<file path="src/hdl/bscb_pkg.sv">
// bscb_pkg: shared types and constants for the binary split team bitmap block
// used by bscb_ctrl, bscb_dp and binary_split_core_team_bitmap_unit
`timescale 1ns / 1ps

package bscb_pkg;

  localparam int unsigned CORE_COUNT = 64;

  localparam int unsigned ROOT_W  = 6;
  localparam int unsigned LEV_W   = 4;
  localparam int unsigned COUNT_W = 7;
  localparam int unsigned MAP_W   = 64;

  // pending groups have strictly falling levels from 4 down to -1
  localparam int unsigned STACK_DEPTH = 8;
  localparam int unsigned SP_W        = $clog2(STACK_DEPTH);

  typedef struct packed {
    logic [ROOT_W-1:0]        root;
    logic signed [LEV_W-1:0]  lev;
    logic [COUNT_W-1:0]       cnt;
  } group_t;

  typedef struct packed {
    logic load;
    logic step;
    logic publish;
  } dp_cmd_t;

  typedef struct packed {
    logic final_step;
  } dp_status_t;

endpackage

</file>
<file path="src/hdl/bscb_ctrl.sv">
// bscb_ctrl: sequencer for the team bitmap block, handles both handshakes
// depends on bscb_pkg
`timescale 1ns / 1ps

module bscb_ctrl (
  input  logic                  clk_i,
  input  logic                  rst_ni,
  input  logic                  in_valid_i,
  output logic                  in_stall_o,
  output logic                  out_valid_o,
  input  logic                  out_stall_i,
  input  bscb_pkg::dp_status_t  status_i,
  output bscb_pkg::dp_cmd_t     cmd_o
);

  localparam logic ST_IDLE = 1'b0;
  localparam logic ST_RUN  = 1'b1;

  logic state_q, state_d;
  logic out_valid_q, out_valid_d;
  logic out_free;

  assign in_stall_o  = (state_q != ST_IDLE);
  assign out_valid_o = out_valid_q;
  assign out_free    = !out_valid_q || !out_stall_i;

  always_comb begin
    cmd_o.load    = in_valid_i && (state_q == ST_IDLE);
    cmd_o.step    = (state_q == ST_RUN) && out_free;
    cmd_o.publish = cmd_o.step && status_i.final_step;
  end

  always_comb begin
    state_d = state_q;
    unique case (state_q)
      ST_IDLE: begin
        if (cmd_o.load) state_d = ST_RUN;
      end
      ST_RUN: begin
        if (cmd_o.publish) state_d = ST_IDLE;
      end
      default: state_d = ST_IDLE;
    endcase
  end

  always_comb begin
    out_valid_d = out_valid_q;
    if (out_valid_q && !out_stall_i) out_valid_d = 1'b0;
    if (cmd_o.publish) out_valid_d = 1'b1;
  end

  always_ff @(posedge clk_i or negedge rst_ni) begin
    if (!rst_ni) begin
      state_q     <= ST_IDLE;
      out_valid_q <= 1'b0;
    end else begin
      state_q     <= state_d;
      out_valid_q <= out_valid_d;
    end
  end

endmodule

</file>
<file path="src/hdl/bscb_dp.sv">
// bscb_dp: current group registers, pending group stack, bitmap and result registers
// depends on bscb_pkg
`timescale 1ns / 1ps

module bscb_dp (
  input  logic                                  clk_i,
  input  logic                                  rst_ni,
  input  bscb_pkg::dp_cmd_t                     cmd_i,
  output bscb_pkg::dp_status_t                  status_o,
  input  logic [bscb_pkg::ROOT_W-1:0]           root_core_i,
  input  logic signed [bscb_pkg::LEV_W-1:0]     split_level_i,
  input  logic [bscb_pkg::COUNT_W-1:0]          thread_count_i,
  output logic [bscb_pkg::MAP_W-1:0]            core_map_o,
  output logic                                  placement_error_o
);

  localparam int unsigned CHILD_W = bscb_pkg::ROOT_W + 3;

  bscb_pkg::group_t cur_q;
  bscb_pkg::group_t stack_q [bscb_pkg::STACK_DEPTH];
  logic [bscb_pkg::SP_W:0]       sp_q;
  logic [bscb_pkg::SP_W:0]       sp_dec;
  logic [bscb_pkg::MAP_W-1:0]    bm_q, bm_d;
  logic [bscb_pkg::MAP_W-1:0]    core_map_q;
  logic                          placement_error_q;

  logic                          is_leaf, lev_neg, child_bad, root_bad, err;
  logic [CHILD_W-2:0]            pow;
  logic [CHILD_W-1:0]            child;
  logic [bscb_pkg::COUNT_W:0]    cnt_inc;
  logic [bscb_pkg::COUNT_W-1:0]  keep, send;
  logic signed [bscb_pkg::LEV_W-1:0] lev_next;

  assign sp_dec  = sp_q - 1'b1;
  assign is_leaf = (cur_q.cnt <= bscb_pkg::COUNT_W'(1));
  assign lev_neg = cur_q.lev[bscb_pkg::LEV_W-1];
  assign pow     = (CHILD_W-1)'(1) << cur_q.lev[2:0];
  assign child   = {3'b000, cur_q.root} + {1'b0, pow};
  assign child_bad = (child >= CHILD_W'(bscb_pkg::CORE_COUNT));
  assign root_bad  = ({1'b0, cur_q.root} >= (bscb_pkg::ROOT_W+1)'(bscb_pkg::CORE_COUNT));
  assign err       = is_leaf ? root_bad : (lev_neg || child_bad);
  assign cnt_inc   = {1'b0, cur_q.cnt} + 1'b1;
  assign keep      = cnt_inc[bscb_pkg::COUNT_W:1];
  assign send      = cur_q.cnt - keep;
  assign lev_next  = cur_q.lev - 4'sd1;

  assign status_o.final_step = err || (is_leaf && (sp_q == '0));

  always_comb begin
    bm_d = bm_q;
    if (is_leaf && !err) bm_d = bm_q | (bscb_pkg::MAP_W'(1) << cur_q.root);
  end

  // payload registers, no reset needed
  always_ff @(posedge clk_i) begin
    if (cmd_i.load) begin
      cur_q.root <= root_core_i;
      cur_q.lev  <= split_level_i;
      cur_q.cnt  <= thread_count_i;
      bm_q       <= '0;
    end else if (cmd_i.step) begin
      bm_q <= bm_d;
      if (is_leaf) begin
        if (sp_q != '0) cur_q <= stack_q[sp_dec[bscb_pkg::SP_W-1:0]];
      end else begin
        stack_q[sp_q[bscb_pkg::SP_W-1:0]] <= '{root: child[bscb_pkg::ROOT_W-1:0],
                                               lev: lev_next, cnt: send};
        cur_q.lev <= lev_next;
        cur_q.cnt <= keep;
      end
    end
    if (cmd_i.publish) begin
      core_map_q        <= err ? '0 : bm_d;
      placement_error_q <= err;
    end
  end

  always_ff @(posedge clk_i or negedge rst_ni) begin
    if (!rst_ni) begin
      sp_q <= '0;
    end else if (cmd_i.load) begin
      sp_q <= '0;
    end else if (cmd_i.step && !err) begin
      if (is_leaf) begin
        if (sp_q != '0) sp_q <= sp_dec;
      end else begin
        sp_q <= sp_q + 1'b1;
      end
    end
  end

  assign core_map_o        = core_map_q;
  assign placement_error_o = placement_error_q;

endmodule

</file>
<file path="src/hdl/binary_split_core_team_bitmap_unit.sv">
// binary_split_core_team_bitmap_unit: top level of the team bitmap block
// depends on bscb_pkg, bscb_ctrl and bscb_dp
//
// usage: one input beat (root_core_i, split_level_i, thread_count_i) yields one
// output beat (core_map_o, placement_error_o). both channels are valid/stall:
// a beat moves on a rising edge with valid high and stall low.
// the input beat loads a work register; each cycle one group of threads is
// handled: a group of two or more splits, its upper half goes on an 8-deep
// stack of pending groups, a group of one or zero marks its core in the bitmap
// and the next group is popped. out_valid_o rises when the last group has
// been handled, and the run ends at once on an error (negative split level,
// core index past the end), which gives a zero bitmap. in_stall_o stays high
// until the result is loaded into the output register, so a new item is taken
// only after the last one is through. while the output register is full and
// the receiver stalls, stepping of the next item pauses until it drains.
// reset empties the output register and returns to waiting for an input beat;
// no state is kept between items.
`timescale 1ns / 1ps

module binary_split_core_team_bitmap_unit (
  input  logic                                clk_i,
  input  logic                                rst_ni,
  input  logic                                in_valid_i,
  output logic                                in_stall_o,
  input  logic [bscb_pkg::ROOT_W-1:0]         root_core_i,
  input  logic signed [bscb_pkg::LEV_W-1:0]   split_level_i,
  input  logic [bscb_pkg::COUNT_W-1:0]        thread_count_i,
  output logic                                out_valid_o,
  input  logic                                out_stall_i,
  output logic [bscb_pkg::MAP_W-1:0]          core_map_o,
  output logic                                placement_error_o
);

  bscb_pkg::dp_cmd_t    cmd;
  bscb_pkg::dp_status_t status;

  bscb_ctrl u_ctrl (
    .clk_i       (clk_i),
    .rst_ni      (rst_ni),
    .in_valid_i  (in_valid_i),
    .in_stall_o  (in_stall_o),
    .out_valid_o (out_valid_o),
    .out_stall_i (out_stall_i),
    .status_i    (status),
    .cmd_o       (cmd)
  );

  bscb_dp u_dp (
    .clk_i             (clk_i),
    .rst_ni            (rst_ni),
    .cmd_i             (cmd),
    .status_o          (status),
    .root_core_i       (root_core_i),
    .split_level_i     (split_level_i),
    .thread_count_i    (thread_count_i),
    .core_map_o        (core_map_o),
    .placement_error_o (placement_error_o)
  );

endmodule

</file>
<file path="config.mk">
export PLATFORM = sky130hd
export DESIGN_NAME = binary_split_core_team_bitmap_unit
export DESIGN_NICKNAME = d
export VERILOG_FILES = /design/src/hdl/bscb_pkg.sv /design/src/hdl/bscb_ctrl.sv /design/src/hdl/bscb_dp.sv /design/src/hdl/binary_split_core_team_bitmap_unit.sv
export SDC_FILE = /design/constraint.sdc
export NUM_CORES = 1
export LEC_CHECK = 0
export BUFFER_PORTS_ARGS = -buffer_cell sky130_fd_sc_hd__buf_2
export CAP_MARGIN = 10
export CORE_ASPECT_RATIO = 0.8
export CORE_MARGIN = 2
export CORE_UTILIZATION = 54
export DETAILED_ROUTE_END_ITERATION = 8
export PLACE_DENSITY = 0.76
export SYNTH_ARGS = -nofsm -noshare
export SYNTH_HDL_FRONTEND = slang
export SYNTH_SLANG_ARGS = --single-unit
</file>
<file path="constraint.sdc">
create_clock -name clk_i -period 4.6 [get_ports clk_i]
set_input_delay 0.23 -clock clk_i [delete_from_list [all_inputs] [get_ports clk_i]]
set_output_delay 0.23 -clock clk_i [all_outputs]
set_load 0.02 [all_outputs]
</file>
* After elaboration in Yosys (flattened, before gate mapping) *
Memories as Yosys holds them, arrays and structs flattened.
Index checks and enable logic that the tools add are counted.

cells by class
  equal/unequal tests = 1
  magnitude comparators = 2
  multiplexer cells = 20
  div/mod/pow operators = 0
  bitwise gates (word level) = 2
  multipliers = 0
  shift operators = 2
  reduce and logical (&&, ||, !) cells = 23
  add/sub/neg operators = 6

operators by type and width
  cell                                                               count
  2-to-1 mux 64 bit                                                  1
  OR 64 bit                                                          1
  left shift 1 x 6 -> 64 bit, first input constant                   1
  2-to-1 mux 17 bit                                                  3
  2-to-1 mux 4 bit                                                   4
  2-to-1 mux 11 bit                                                  1
  nonzero test 2 bit                                                 5
  adder 6 x 8 -> 9 bit                                               1
  greater-or-equal comparator 9 x 7 -> 1 bit, second input constant  1
  2-to-1 mux 1 bit                                                   9
  adder 7 x 1 -> 8 bit, second input constant                        1
  left shift 1 x 3 -> 8 bit, first input constant                    1
  <= comparator 7 x 1 -> 1 bit, second input constant                1
  logical AND 1 bit                                                  7
  subtractor 7 bit                                                   1
  2-to-1 mux 6 bit                                                   1
  adder 4 x 1 -> 4 bit, second input constant                        1
  logical NOT 4 bit                                                  1
  AND reduction 2 bit                                                2
  nonzero test 4 bit                                                 1
  subtractor 4 x 1 -> 4 bit, second input constant                   1
  subtractor 4 x 2 -> 4 bit, second input constant                   1
  logical NOT 1 bit                                                  3
  logical OR 1 bit                                                   3
  other kinds (4)                                                    4

word-level totals
  memory bits (read-only) = 0
  memories = 1
  RAM bits = 136
  input port bits = 21
  output and inout bits = 67
  latch bits = 0
  flip-flop bits (word level) = 152

memories
  name          words  width  read ports  clocked after Yosys merged registers in  write ports  RTL line       source
  u_dp.stack_q  8      17     1           0                                        1            bscb_dp.sv:20  bscb_pkg::group_t stack_q [bscb_pkg::STACK_DEPTH];

* Longest topological paths before layout *
Gate-level depths: netlist of the first run.

  depth after elaboration = 9
  mapped depth = 14
  depth with buffers taken out = 13

* Hierarchy *
Synthesis of the first run repeated with hierarchy kept, for this count alone.

second synthesis, totals
  cell total of the unflattened synthesis = 913
  area, all modules = 11,900.2 µm²

modules (own cells, without submodules)
  module     cells each  instances  area each (µm²)
  bscb_dp    902         1          11,800.1
  bscb_ctrl  11          1          100.1

* Worst setup path before layout of the first run *
No wires, ideal clock.

  path kind = register to register
  start = reg u_dp.cur_q[7] in the netlist's numbering
  end = reg u_dp.core_map_q (netlist bit u_dp.core_map_o[0]), enable pin
  data required time = 4.153 ns
  cell stages (with the launch flop) = 14
  library setup time = 0.447 ns
  arrival time = 4.400 ns
  path slack = -0.246 ns
  cell sequence = edfxtp_1 > inv_1 > ha_1 > nor2b_1 > ha_1 > inv_1 > fa_1 > nor2b_1 > o31ai_1 > a311o_1 > or2_1 > buf_6 > buf_6 > a21oi_2

RTL lines
  item                      RTL line       source
  start: declaration        bscb_dp.sv:19  bscb_pkg::group_t cur_q;
  start signal: assignment  bscb_dp.sv:64  if (sp_q != '0) cur_q <= stack_q[sp_dec[bscb_pkg::SP_W-1:0]];
  end signal: assignment    bscb_dp.sv:73  core_map_q <= err ? '0 : bm_d;
  end: declaration          bscb_dp.sv:24  logic [bscb_pkg::MAP_W-1:0] core_map_q;

==> out/qor.csv, run 1 <==
stage,metric,value,unit
timing,highest clock rate,290,MHz
critical_path,source of the worst register-to-register timing path,u_dp.cur_q[7]$_DFFE_PP_,
timing,Fin Clk Skew,0.0178,ns
yosys,yosys synthesis warning count,0,
die,row cnt,48,
yosys,count of flip-flops with a built-in enable after synthesis,218,
finish,final net count,1025,
critical_path,signal arrival time at the worst endpoint,3.66,ns
status,run status,finished with violations,
hold_path,endpoint of the worst hold-timing path,u_dp.cur_q[0]$_DFFE_PP_,
global_route,number of global-route vias before repair,7335,
yosys,gate count of the mapped netlist,877,
critical_path,logic depth of the worst register-to-register path,12,
yosys,Mean Syn Cell Area,13.5,sq um
clock_network,CTS Hold Bufs,11,
detailed_routing,Initial DRC Count,745,
timing,worst hold slack,-0.00228,ns
critical_path,setup slack of the most critical reg-to-reg path,1.15,ns
yosys,"top cells by area, synth","sky130_fd_sc_hd__edfxtp_1 55%, sky130_fd_sc_hd__dfxtp_1 11%, sky130_fd_sc_hd__mux4_2 6.5%",
timing,min cycle time layout,3.45,ns
timing,"Hold Vio Cnt, Final",1,
yosys,predominant post-synthesis flop cell,sky130_fd_sc_hd__edfxtp_1,
clock_network,maximum number of buffers from clock root to sink,3,
clock_network,CTS H-Tree Depth,1,
detailed_routing,Pre-Repair DR Iteration Count,5,
global_route,number of antenna violations at the first check in global routing,0,
die,DIE AREA,23200,sq um
timing,max-slew violation count,0,
global_route,global-route usage over all layers,0.227,
critical_path,"Worst Path Class, Setup",reg2reg,
global_route,residual overflow from global routing,0,
yosys,Post-Syn Area,11900,sq um
critical_path,CP endpoint kind,flop,
critical_path,largest driver fanout on the critical path,66,
finish,number of diodes added for antenna fixing,0,
detailed_routing,Routed wire per std cell,20.4,microns
timing,unrepaired setup endpoints after global routing,no,
yosys,net count after synthesis,922,
timing,# setup viols final,0,
die,ports placed on the boundary,88,
detailed_routing,routed wire length,26000,microns
clock_network,count of instances resized after the clock tree is built,0,
clock_network,post-CTS setup buffer count,0,
global_route,pin count of the biggest net entering global routing,67,
detailed_routing,drc violations,0,
die,width of the die,170,microns
yosys,Unique masters post-synth,53,
yosys,area share of the leading cell type in the synthesized netlist,0.552,
clock_network,TritonCTS Buffers,28,
finish,area added between synthesis and finish,14.7,%
detailed_routing,Antenna Violating Nets Remaining,0,
critical_path,required time at the endpoint of the critical path,4.80,ns
timing,crit share post-route,0.751,
place,Final Wtd Congestion,0.863,
run,count of maximum capacitance violations,0,
yosys,share of flip-flops with an asynchronous set or reset after synthesis,0.0208,
yosys,share of synthesized area occupied by flip-flops and latches,0.673,
die,Initial Util,0.550,
pwr,Max IR drop VDD,0.000446,V
timing,remaining max-slew budget at the tightest pin,0.257,
finish,"commonest cells after routing, fill and taps aside","218 x sky130_fd_sc_hd__edfxtp_1, 162 x sky130_fd_sc_hd__nand2_1, 125 x sky130_fd_sc_hd__o21ai_0",
clock_network,clock tree from TritonCTS,built,
detailed_routing,routed vias/inst,5.90,
die,area of the placeable core,21600,sq um
hold_path,start point of the worst hold path,thread_count_i[0],
timing,actual slew at the worst max-slew pin,1.11,ns
detailed_routing,total via count after detailed routing,7526,
timing,Final TNS setup,0,ns
place,Detail Placement HPWL,16200,microns
pwr,PD cells,805,nW/um^2
critical_path,end of the worst register-to-register path,u_dp.core_map_o[56]$_SDFFCE_PP0P_,
hold_path,Cells on Worst Hold Path,3,
place,count of buffers inserted at the top-level ports,87,
critical_path,sort of element at the start of the critical path,flop,
clock_network,root buffer selected by CTS,sky130_fd_sc_hd__clkbuf_16,
finish,"most common cell after layout, fill and taps aside",sky130_fd_sc_hd__edfxtp_1,
yosys,cell type contributing the most total cell area after synthesis,sky130_fd_sc_hd__edfxtp_1,
clock_network,post-CTS clock slew at the launch and capture registers of the worst setup and hold paths,0.07,ns
finish,fraction of final layout cells sized beyond drive strength 1,0.197,
global_route,global-route wire length before repair,40200,microns
clock_network,Sink Count,288,
die,die height,137,microns
status,violations in the final reports,hold timing,
clock_network,clk_lat worst skew,0.55,ns
pwr,total leakage power,4.82,nW
yosys,#FFs+latches synth,288,
hold_path,Min-Delay Path Class,in2reg,
cells by family (layout without fill, tap and decap cells):
group / Yosys count / count (layout) / synth area share
buf+inv: 60 / 184 / 0.0231
compound gates: 188 / 188 / 0.0949
mux: 50 / 50 / 0.0785
simple gates: 248 / 248 / 0.0897
fa+ha+maj: 24 / 24 / 0.0266
xor+xnor: 19 / 19 / 0.0140
flops: 288 / 288 / 0.673
state kept, by name, summed over array words and instances (netlist names):
name	count
u_dp.sp_q	4
u_ctrl.out_valid_o	1
u_dp.bm_q	64
u_dp.placement_error_o	1
u_dp.cur_q	17
u_ctrl.in_stall_o	1
u_dp.core_map_o	64
u_dp.stack_q	136
where the power goes:
part	total [mW]	leakage, nW	internal (mW)	switching (mW)
Sequential	4.64	2.62	4.27	0.376
Combinational	4.09	1.77	1.34	2.75
Clock	2.21	0.429	1.26	0.948
Total	10.9	4.82	6.87	4.08
metal layers:
metal  share of wire  vias up  GRT usage  routed length (microns)
li1                -     3458          -                        -
met4           0.022        0     0.0551                      570
met3           0.078       41     0.0356                     2030
met2            0.47      292      0.359                    12200
met1            0.43     3735      0.336                    11200
met5               0        -          0                        0
layout make-up:
cell class	instances	area, sq um
clock buffers	35	748
clock inverters	16	138
fillers	1547	7960
inverters	16	60.1
multi-input cells	529	3630
flip-flops and latches	288	7980
well taps	275	344
repair buffers	117	701
synthesized netlist by cell type, types with 2 or more instances:
library cell / n
sky130_fd_sc_hd__edfxtp_1: 218
sky130_fd_sc_hd__nand2_1: 162
sky130_fd_sc_hd__o21ai_0: 125
sky130_fd_sc_hd__dfxtp_1: 64
sky130_fd_sc_hd__mux4_2: 34
sky130_fd_sc_hd__nor2_1: 27
sky130_fd_sc_hd__clkbuf_1: 23
sky130_fd_sc_hd__ha_1: 22
sky130_fd_sc_hd__a22o_1: 17
sky130_fd_sc_hd__inv_1: 15
sky130_fd_sc_hd__nand3_1: 15
sky130_fd_sc_hd__buf_2: 14
sky130_fd_sc_hd__mux2i_1: 12
sky130_fd_sc_hd__nor2b_1: 11
sky130_fd_sc_hd__xnor2_1: 11
sky130_fd_sc_hd__a21o_1: 10
sky130_fd_sc_hd__nor3_1: 10
sky130_fd_sc_hd__xor2_1: 8
sky130_fd_sc_hd__a21oi_1: 7
sky130_fd_sc_hd__nand2b_1: 7
sky130_fd_sc_hd__a211oi_1: 6
sky130_fd_sc_hd__a32o_1: 6
sky130_fd_sc_hd__dfrtp_1: 6
sky130_fd_sc_hd__buf_6: 4
sky130_fd_sc_hd__mux2_2: 4
sky130_fd_sc_hd__and2_1: 3
sky130_fd_sc_hd__o31ai_1: 3
sky130_fd_sc_hd__and3_1: 2
sky130_fd_sc_hd__buf_1: 2
sky130_fd_sc_hd__fa_1: 2
sky130_fd_sc_hd__nand4_1: 2
sky130_fd_sc_hd__o21a_1: 2
sky130_fd_sc_hd__o21bai_1: 2
sky130_fd_sc_hd__o41ai_1: 2
metrics by stage:
step,worst slack (ns),area [sq um],util,total power [mW],cells
2_1_floorplan,0.563,11900,-,7.52,877
3_3_place_gp,1.29,12600,0.585,8.64,1214
3_5_place_dp,1.19,12600,0.585,8.77,1214
4_1_cts,1.17,13600,0.631,11.0,1276
5_1_grt,0.873,13600,0.631,11.5,1276
6_report,1.15,13600,0.631,10.9,1276
worst max-delay path, cell delays in order (launching register included):
cell and delay, ns:
sky130_fd_sc_hd__edfxtp_1 0.44, sky130_fd_sc_hd__inv_1 0.28, sky130_fd_sc_hd__ha_1 0.22, sky130_fd_sc_hd__nor2b_1 0.14, sky130_fd_sc_hd__ha_1 0.17, sky130_fd_sc_hd__inv_1 0.06, sky130_fd_sc_hd__fa_1 0.40, sky130_fd_sc_hd__nor2b_1 0.17
sky130_fd_sc_hd__o31ai_1 0.08, sky130_fd_sc_hd__a311o_1 0.26, sky130_fd_sc_hd__or2_2 0.34, sky130_fd_sc_hd__a21oi_4 0.16, sky130_fd_sc_hd__buf_12 0.32
worst max-delay path by stage:
stage	from	endpoint	slack, ns	depth (start not counted)
2_1_floorplan	u_dp.cur_q[7]$_DFFE_PP_	u_dp.core_map_o[0]$_SDFFCE_PP0P_	0.56	13
3_3_place_gp	u_dp.cur_q[7]$_DFFE_PP_	u_dp.core_map_o[58]$_SDFFCE_PP0P_	1.29	12
3_5_place_dp	u_dp.cur_q[7]$_DFFE_PP_	u_dp.core_map_o[26]$_SDFFCE_PP0P_	1.19	12
4_1_cts	u_dp.cur_q[7]$_DFFE_PP_	u_dp.core_map_o[56]$_SDFFCE_PP0P_	1.17	12
5_1_grt	u_dp.cur_q[7]$_DFFE_PP_	u_dp.core_map_o[56]$_SDFFCE_PP0P_	0.87	12
6_report	u_dp.cur_q[7]$_DFFE_PP_	u_dp.core_map_o[56]$_SDFFCE_PP0P_	1.15	12
(Power assumes the default switching activity.)
==> inputs of run 2 (changes only) <==
Clock period 4.6 ns to 2.96 ns, I/O delays scaled along.
==> run 2 against run 1 <==
Effect of this change: utilization rose by 2.9 points; critical path type unchanged; largest power group is now combinational logic; sequential power rose by 53%; via count rose by 4.9%; first-iteration DRC count rose by 18%; clock skew fell by 0.0088 ns; the flow now finishes without violations.
==> out/qor.csv, run 2 (synthesis gave the netlist of run 1 again) <==
stage,metric,value,unit,change
status,run status,"finished, final reports clean",,
critical_path,endpoint of the worst setup timing path,u_dp.core_map_o[25]$_SDFFCE_PP0P_,,
finish,area added between synthesis and finish,20.1,%,
pwr,switching power share of the total,0.369,,-0.00366
die,Initial Util,0.550,,unchanged
global_route,number of global-route vias before repair,7534,,+2.7%
timing,max-slew violation count,0,,unchanged
critical_path,signal arrival time at the worst endpoint,3.21,ns,-0.45 ns
timing,min cycle time layout,2.96,ns,-0.496 ns
critical_path,end of the worst register-to-register path,u_dp.core_map_o[25]$_SDFFCE_PP0P_,,
detailed_routing,routed wire length,27800,microns,+7.1%
clock_network,CTS H-Tree Depth,1,,unchanged
pwr,cell-internal power,11.4,mW,+66%
finish,flip-flop count of the largest register after layout,136,,unchanged
clock_network,clock tree from TritonCTS,built,,
finish,final net count,1083,,+5.7%
clock_network,clk_lat worst skew,0.53,ns,-0.02 ns
timing,unrepaired setup endpoints after global routing,yes,,
detailed_routing,Pre-Repair DR Iteration Count,5,,unchanged
pwr,Clock power frac,0.180,,-0.022
finish,"most common cell after layout, fill and taps aside",sky130_fd_sc_hd__edfxtp_1,,
finish,multi-input combinational cell area,3690,sq um,+1.6%
finish,"commonest cells after routing, fill and taps aside","218 x sky130_fd_sc_hd__edfxtp_1, 162 x sky130_fd_sc_hd__nand2_1, 125 x sky130_fd_sc_hd__o21ai_0",,
detailed_routing,total via count after detailed routing,7893,,+4.9%
pwr,PD cells,1270,nW/um^2,+58%
die,ports placed on the boundary,88,,unchanged
timing,worst hold slack,0.405,ns,+0.408 ns
finish,number of diodes added for antenna fixing,0,,unchanged
timing,"Hold Vio Cnt, Final",0,,-1
global_route,global-route wire length before repair,41900,microns,+4.3%
detailed_routing,Antenna Violating Nets Remaining,0,,unchanged
critical_path,largest driver fanout on the critical path,9,,-86%
die,die height,137,microns,unchanged
pwr,power spent charging and discharging nets,6.67,mW,+64%
run,count of maximum capacitance violations,0,,unchanged
timing,crit share post-route,0.999,,+0.248
timing,Fin Clk Skew,0.00899,ns,-0.00883 ns
clock_network,post-CTS clock slew at the launch and capture registers of the worst setup and hold paths,0.06,ns,about the same
place,count of buffers inserted at the top-level ports,87,,unchanged
place,Detail Placement HPWL,18000,microns,+11%
critical_path,CP endpoint kind,flop,,
place,Final Wtd Congestion,0.939,,+8.8%
finish,fraction of final layout cells sized beyond drive strength 1,0.235,,+0.0385
critical_path,source of the worst register-to-register timing path,u_dp.cur_q[7]$_DFFE_PP_,,
critical_path,logic depth of the worst register-to-register path,13,,+1
critical_path,setup slack of the most critical reg-to-reg path,0.002,ns,-1.14 ns
critical_path,launch point of the critical path,u_dp.cur_q[7]$_DFFE_PP_,,
clock_network,root buffer selected by CTS,sky130_fd_sc_hd__clkbuf_16,,
detailed_routing,drc violations,0,,unchanged
critical_path,cell type of the slowest stage on the worst timing path,sky130_fd_sc_hd__edfxtp_1,,
die,row cnt,48,,unchanged
clock_network,Sink Count,288,,unchanged
pwr,total leakage power,5.15,nW,+6.8%
die,area of the placeable core,21600,sq um,unchanged
critical_path,required time at the endpoint of the critical path,3.21,ns,-1.59 ns
timing,# setup viols final,0,,unchanged
finish,Storage cell area,7980,sq um,unchanged
timing,remaining max-slew budget at the tightest pin,0.206,,-0.0510
global_route,number of antenna violations at the first check in global routing,0,,unchanged
global_route,residual overflow from global routing,0,,unchanged
timing,actual slew at the worst max-slew pin,1.18,ns,+0.0760 ns
hold_path,Min-Delay Path Class,in2reg,,
timing,highest clock rate,338,MHz,+17%
finish,post-layout utilization of the core,0.660,,+0.0294
global_route,pin count of the biggest net entering global routing,44,,-34%
critical_path,sort of element at the start of the critical path,flop,,
detailed_routing,routed vias/inst,5.92,,+0.39%
finish,# fillers,1443,,-6.7%
critical_path,"Worst Path Class, Setup",reg2reg,,
pwr,Flop pwr share,0.391,,-0.033
clock_network,TritonCTS Buffers,28,,unchanged
die,DIE AREA,23200,sq um,unchanged
pwr,Max IR drop VDD,0.000793,V,+78%
pwr,share of total power in combinational logic,0.429,,+0.055
global_route,global-route usage over all layers,0.237,,+0.00973
critical_path,"critical path, cell by cell",inv_2 > ha_4 > nor2b_4 > ha_4 > inv_2 > fa_2 > nor2b_2 > o31ai_1 > a311o_1 > or2_4 > a21oi_4 > buf_12 > clkbuf_16,,
clock_network,maximum number of buffers from clock root to sink,3,,unchanged
detailed_routing,Routed wire per std cell,20.9,microns,+2.5%
die,width of the die,170,microns,unchanged
critical_path,delay of the slowest critical-path stage,0.41,ns,-0.03 ns
detailed_routing,Initial DRC Count,882,,+18%
-- run 2: cell count changes in the layout (fill, tap and decap cells not counted), sizes merged --
| cell | change |
|---|---|
| buf | +44 |
| bufinv | -2 |
| clkbuf | +10 |
| clkinv | -3 |
| clkinvlp | -3 |
| dlygate4sd3 | +10 |
| inv | +1 |
-- run 2: how the worst min path moves through the flow --
stage | start | end | depth (start not counted) | slack [ns]
floorplan | rst_ni | u_ctrl.in_stall_o$_DFF_PN0_ | 0 | -0.15
global placement | rst_ni | u_dp.sp_q[1]$_DFFE_PN0P_ | 1 | 0.009
detailed placement | rst_ni | u_dp.sp_q[3]$_DFFE_PN0P_ | 1 | 0.009
CTS | out_stall_i | u_ctrl.out_valid_o$_DFFE_PN0P_ | 3 | 0.41
global route | out_stall_i | u_ctrl.out_valid_o$_DFFE_PN0P_ | 3 | 0.40
finish | out_stall_i | u_ctrl.out_valid_o$_DFFE_PN0P_ | 3 | 0.41
-- run 2: repair_timing --
action,CTS,global route
pin swaps,1,2
endpoints found under the hold margin,25,0
buffers inserted,1,1
endpoints found under the setup margin,117,148
cloned,1,5
gates resized for setup,3,17
hold buffers,21,0
-- run 2: power groups by stage --
stage / Sequential (mW) / Clock (mW) / Combinational [mW]
after global routing: 7.18 / 3.45 / 8.35
final: 7.09 / 3.25 / 7.77
after global placement: 7.10 / 0 / 6.79
after detailed placement: 7.14 / 0 / 6.97
after floorplan: 7.65 / 0 / 4.07
after CTS: 7.07 / 3.30 / 7.20
-- run 2: layer usage --
metal / up-vias / part of all wire / GRT usage
met5: - / 0 / 0
met2: 336 / 0.46 / 0.362
met4: 0 / 0.023 / 0.0665
met1: 3925 / 0.44 / 0.350
li1: 3579 / - / -
met3: 53 / 0.079 / 0.0471
-- run 2: critical path: cells and delay by family (launching register included) --
kind,cells,cell delay (ns)
AOI/OAI and AO/OA,3,0.58
adders and majority gates,3,0.62
buffers and inverters,4,0.48
DFF,1,0.41
and+or+nand+nor,3,0.58
-- run 2: area by class of cell --
cell class	instances	share of cell area
Sequential cell	288	0.561
Multi-Input combinational cell	529	0.259
Timing Repair Buffer	175	0.0936
Clock buffer	41	0.0556
Tap cell	275	0.0242
Inverter	16	0.00422
Clock inverter	9	0.00281
-- run 2: per-stage QoR --
step	total power [mW]	setup TNS [ns]	setup WS (ns)	cells	cell area (sq um)
after floorplan	11.7	-61.36	-0.932	877	11900
after global placement	13.9	0	0.00522	1254	12900
after detailed placement	14.1	-4.37	-0.0727	1254	12900
after CTS	17.6	0	0.00701	1327	14000
after global routing	19.0	-5.17	-0.107	1333	14200
final	18.1	0	0.00188	1333	14200
==> inputs of run 3 (changes only) <==
Settings changed: CORE_UTILIZATION 54 to 56, CTS_BUF_LIST from default to sky130_fd_sc_hd__clkbuf_8, GPL_TIMING_DRIVEN from default to 0, PLACE_DENSITY 0.76 to 0.78.
==> run 3 against run 2 <==
Effect of this change: the flow now finishes with violations (setup timing); sequential power fell by 0.6%; non-clock buffer count up 10; clock skew is 0.018 ns higher; die area is 3.5% lower; utilization increased by 3.8 points; register-to-register slack worse by 0.23 ns; worst setup slack got worse by 0.23 ns; combinational power is 6.8% higher; cell count up 2.6%; via count increased by 4.5%; maximum frequency down 7.1%; sequential cell count unchanged; largest cell class unchanged; highest routed layer unchanged.
==> out/qor.csv, run 3 (synthesis gave the netlist of run 1 again) <==
stage,metric,value,unit,change
status,run status,finished with violations,,
status,violations in the final reports,setup timing,,
timing,highest clock rate,314,MHz,-7.1%
place,post-place setup slack,-0.921,ns,-0.849 ns
timing,unrepaired setup endpoints after global routing,yes,,
finish,multi-input combinational cell area,3750,sq um,+1.7%
detailed_routing,Initial DRC Count,1141,,+29%
finish,flip-flop count of the largest register after layout,136,,unchanged
finish,"commonest cells after routing, fill and taps aside","218 x sky130_fd_sc_hd__edfxtp_1, 162 x sky130_fd_sc_hd__nand2_1, 121 x sky130_fd_sc_hd__o21ai_0",,
critical_path,CP endpoint kind,flop,,
global_route,global-route wire length before repair,45600,microns,+8.8%
timing,min cycle time layout,3.19,ns,+0.227 ns
clock_network,TritonCTS Buffers,44,,+57%
die,ports placed on the boundary,88,,unchanged
die,area of the placeable core,20700,sq um,-4.0%
timing,actual slew at the worst max-slew pin,1.11,ns,-0.0767 ns
die,die height,134,microns,-1.7%
critical_path,"Worst Path Class, Setup",reg2reg,,
finish,number of diodes added for antenna fixing,0,,unchanged
clock_network,CTS H-Tree Depth,2,,+1
clock_network,clk_lat worst skew,0.56,ns,+0.03 ns
timing,"Hold Vio Cnt, Final",0,,unchanged
detailed_routing,routed wire length,29900,microns,+7.5%
clock_network,post-CTS clock slew at the launch and capture registers of the worst setup and hold paths,0.07,ns,about the same
finish,# fillers,1372,,-4.9%
global_route,residual overflow from global routing,0,,unchanged
place,Final Wtd Congestion,0.904,,-3.7%
place,count of buffers inserted at the top-level ports,87,,unchanged
finish,final net count,1109,,+2.4%
critical_path,required time at the endpoint of the critical path,3.23,ns,+0.02 ns
detailed_routing,Pre-Repair DR Iteration Count,6,,+1
place,Detail Placement HPWL,19000,microns,+5.5%
detailed_routing,drc violations,0,,unchanged
timing,Fin Clk Skew,0.0265,ns,+0.0175 ns
run,count of maximum capacitance violations,0,,unchanged
detailed_routing,Routed wire per std cell,21.9,microns,+4.8%
die,row cnt,47,,-2.1%
finish,fraction of final layout cells sized beyond drive strength 1,0.245,,+0.00964
finish,Storage cell area,7980,sq um,about the same
die,Initial Util,0.573,,+0.0229
detailed_routing,Antenna Violating Nets Remaining,0,,unchanged
die,DIE AREA,22400,sq um,-3.5%
clock_network,Sink Count,288,,unchanged
clock_network,maximum number of buffers from clock root to sink,3,,unchanged
critical_path,largest driver fanout on the critical path,8,,-1
timing,crit share post-route,1.08,,+0.0768
global_route,number of global-route vias before repair,7978,,+5.9%
finish,area added between synthesis and finish,21.9,%,
detailed_routing,total via count after detailed routing,8248,,+4.5%
pwr,PD cells,1280,nW/um^2,+0.72%
finish,post-layout utilization of the core,0.698,,+0.0380
critical_path,signal arrival time at the worst endpoint,3.46,ns,+0.25 ns
critical_path,sort of element at the start of the critical path,flop,,
finish,"most common cell after layout, fill and taps aside",sky130_fd_sc_hd__edfxtp_1,,
timing,# setup viols final,85,,+85
detailed_routing,routed vias/inst,6.03,,+1.9%
global_route,pin count of the biggest net entering global routing,18,,-59%
pwr,Max IR drop VDD,0.000755,V,-4.8%
clock_network,root buffer selected by CTS,sky130_fd_sc_hd__clkbuf_8,,
pwr,total leakage power,5.23,nW,+1.6%
timing,remaining max-slew budget at the tightest pin,0.257,,+0.0515
timing,smallest setup slack after layout,-0.225,ns,-0.227 ns
die,width of the die,167,microns,-1.8%
clock_network,clock tree from TritonCTS,built,,
global_route,global-route usage over all layers,0.268,,+0.0309
hold_path,Min-Delay Path Class,in2reg,,
global_route,number of antenna violations at the first check in global routing,0,,unchanged
timing,max-slew violation count,0,,unchanged
==> run 3: cell count changes in the layout (fill, tap and decap cells not counted), sizes merged <==
cell,delta
buf,-10
bufinv,+2
clkbuf,+24
clkinv,+14
dlygate4sd3,+1
inv,+9
==> run 3: routing by layer <==
metal / wire length [microns] / track usage
met1: 12200 / 0.390
met2: 13600 / 0.404
met3: 3170 / 0.0552
met4: 928 / 0.102
met5: 0 / 0
==> run 3: path summary, 6_finish.rpt <==
check / start / end / slack (ns) / cells past startpoint
max: u_dp.cur_q[7]$_DFFE_PP_ / u_dp.core_map_o[43]$_SDFFCE_PP0P_ / -0.23 / 15
max in group asynchronous: rst_ni / u_dp.sp_q[3]$_DFFE_PN0P_ / 1.67 / 4
max reg2reg: u_dp.cur_q[7]$_DFFE_PP_ / u_dp.core_map_o[43]$_SDFFCE_PP0P_ / -0.23 / 15
min: out_stall_i / u_ctrl.out_valid_o$_DFFE_PN0P_ / 0.42 / 3
min reg2reg: u_dp.bm_q[34]$_SDFFE_PP0P_ / u_dp.bm_q[34]$_SDFFE_PP0P_ / 0.45 / 2
min in group asynchronous: rst_ni / u_dp.sp_q[2]$_DFFE_PN0P_ / 0.57 / 3
==> run 3: cell type report <==
type | instances | area share
Inverter | 16 | 0.00433
Clock inverter | 34 | 0.0139
Buffer | 43 | 0.0194
Clock buffer | 46 | 0.0438
Multi-Input combinational cell | 529 | 0.260
Timing Repair Buffer | 142 | 0.0838
Sequential cell | 288 | 0.552
Tap cell | 269 | 0.0233
==> run 3: power by group <==
part | leakage, nW | total [mW] | switching [mW] | internal, mW
clock network | 0.476 | 3.17 | 1.54 | 1.63
registers | 2.62 | 7.05 | 0.432 | 6.62
logic | 2.13 | 8.30 | 5.11 | 3.19
==> run 3: critical path: stages, from the launching register on <==
cell	delay [ns]
sky130_fd_sc_hd__edfxtp_1	0.44
sky130_fd_sc_hd__inv_4	0.11
sky130_fd_sc_hd__ha_4	0.13
sky130_fd_sc_hd__nor2b_4	0.15
sky130_fd_sc_hd__ha_4	0.15
sky130_fd_sc_hd__inv_2	0.04
sky130_fd_sc_hd__fa_2	0.38
sky130_fd_sc_hd__nor2b_4	0.14
sky130_fd_sc_hd__o31ai_2	0.07
sky130_fd_sc_hd__a311o_1	0.31
sky130_fd_sc_hd__or2_4	0.26
sky130_fd_sc_hd__buf_8	0.13
sky130_fd_sc_hd__a21oi_4	0.17
sky130_fd_sc_hd__clkbuf_16	0.19
sky130_fd_sc_hd__buf_12	0.12
sky130_fd_sc_hd__buf_16	0.12
==> run 3: through the flow <==
step / hold slack (ns) / setup TNS (ns) / cells / cell area, sq um / power (mW)
finish: 0.420 / -9.70 / 1367 / 14500 / 18.5
global route: 0.445 / -23.43 / 1367 / 14500 / 19.4
CTS: 0.402 / -9.23 / 1367 / 14400 / 18.4
global placement: -0.0146 / -232.40 / 1233 / 12700 / 13.6
floorplan: -0.148 / -61.36 / 877 / 11900 / 11.7
detailed placement: -0.0112 / -84.45 / 1243 / 12900 / 14.1
==> run 3: what timing repair did <==
item,in CTS,in global routing
setup buffers,17,4
endpoints found under the setup margin,290,285
hold buffers,22,0
pin swaps,3,13
cloned,5,0
gates resized for setup,42,26
endpoints found under the hold margin,25,0
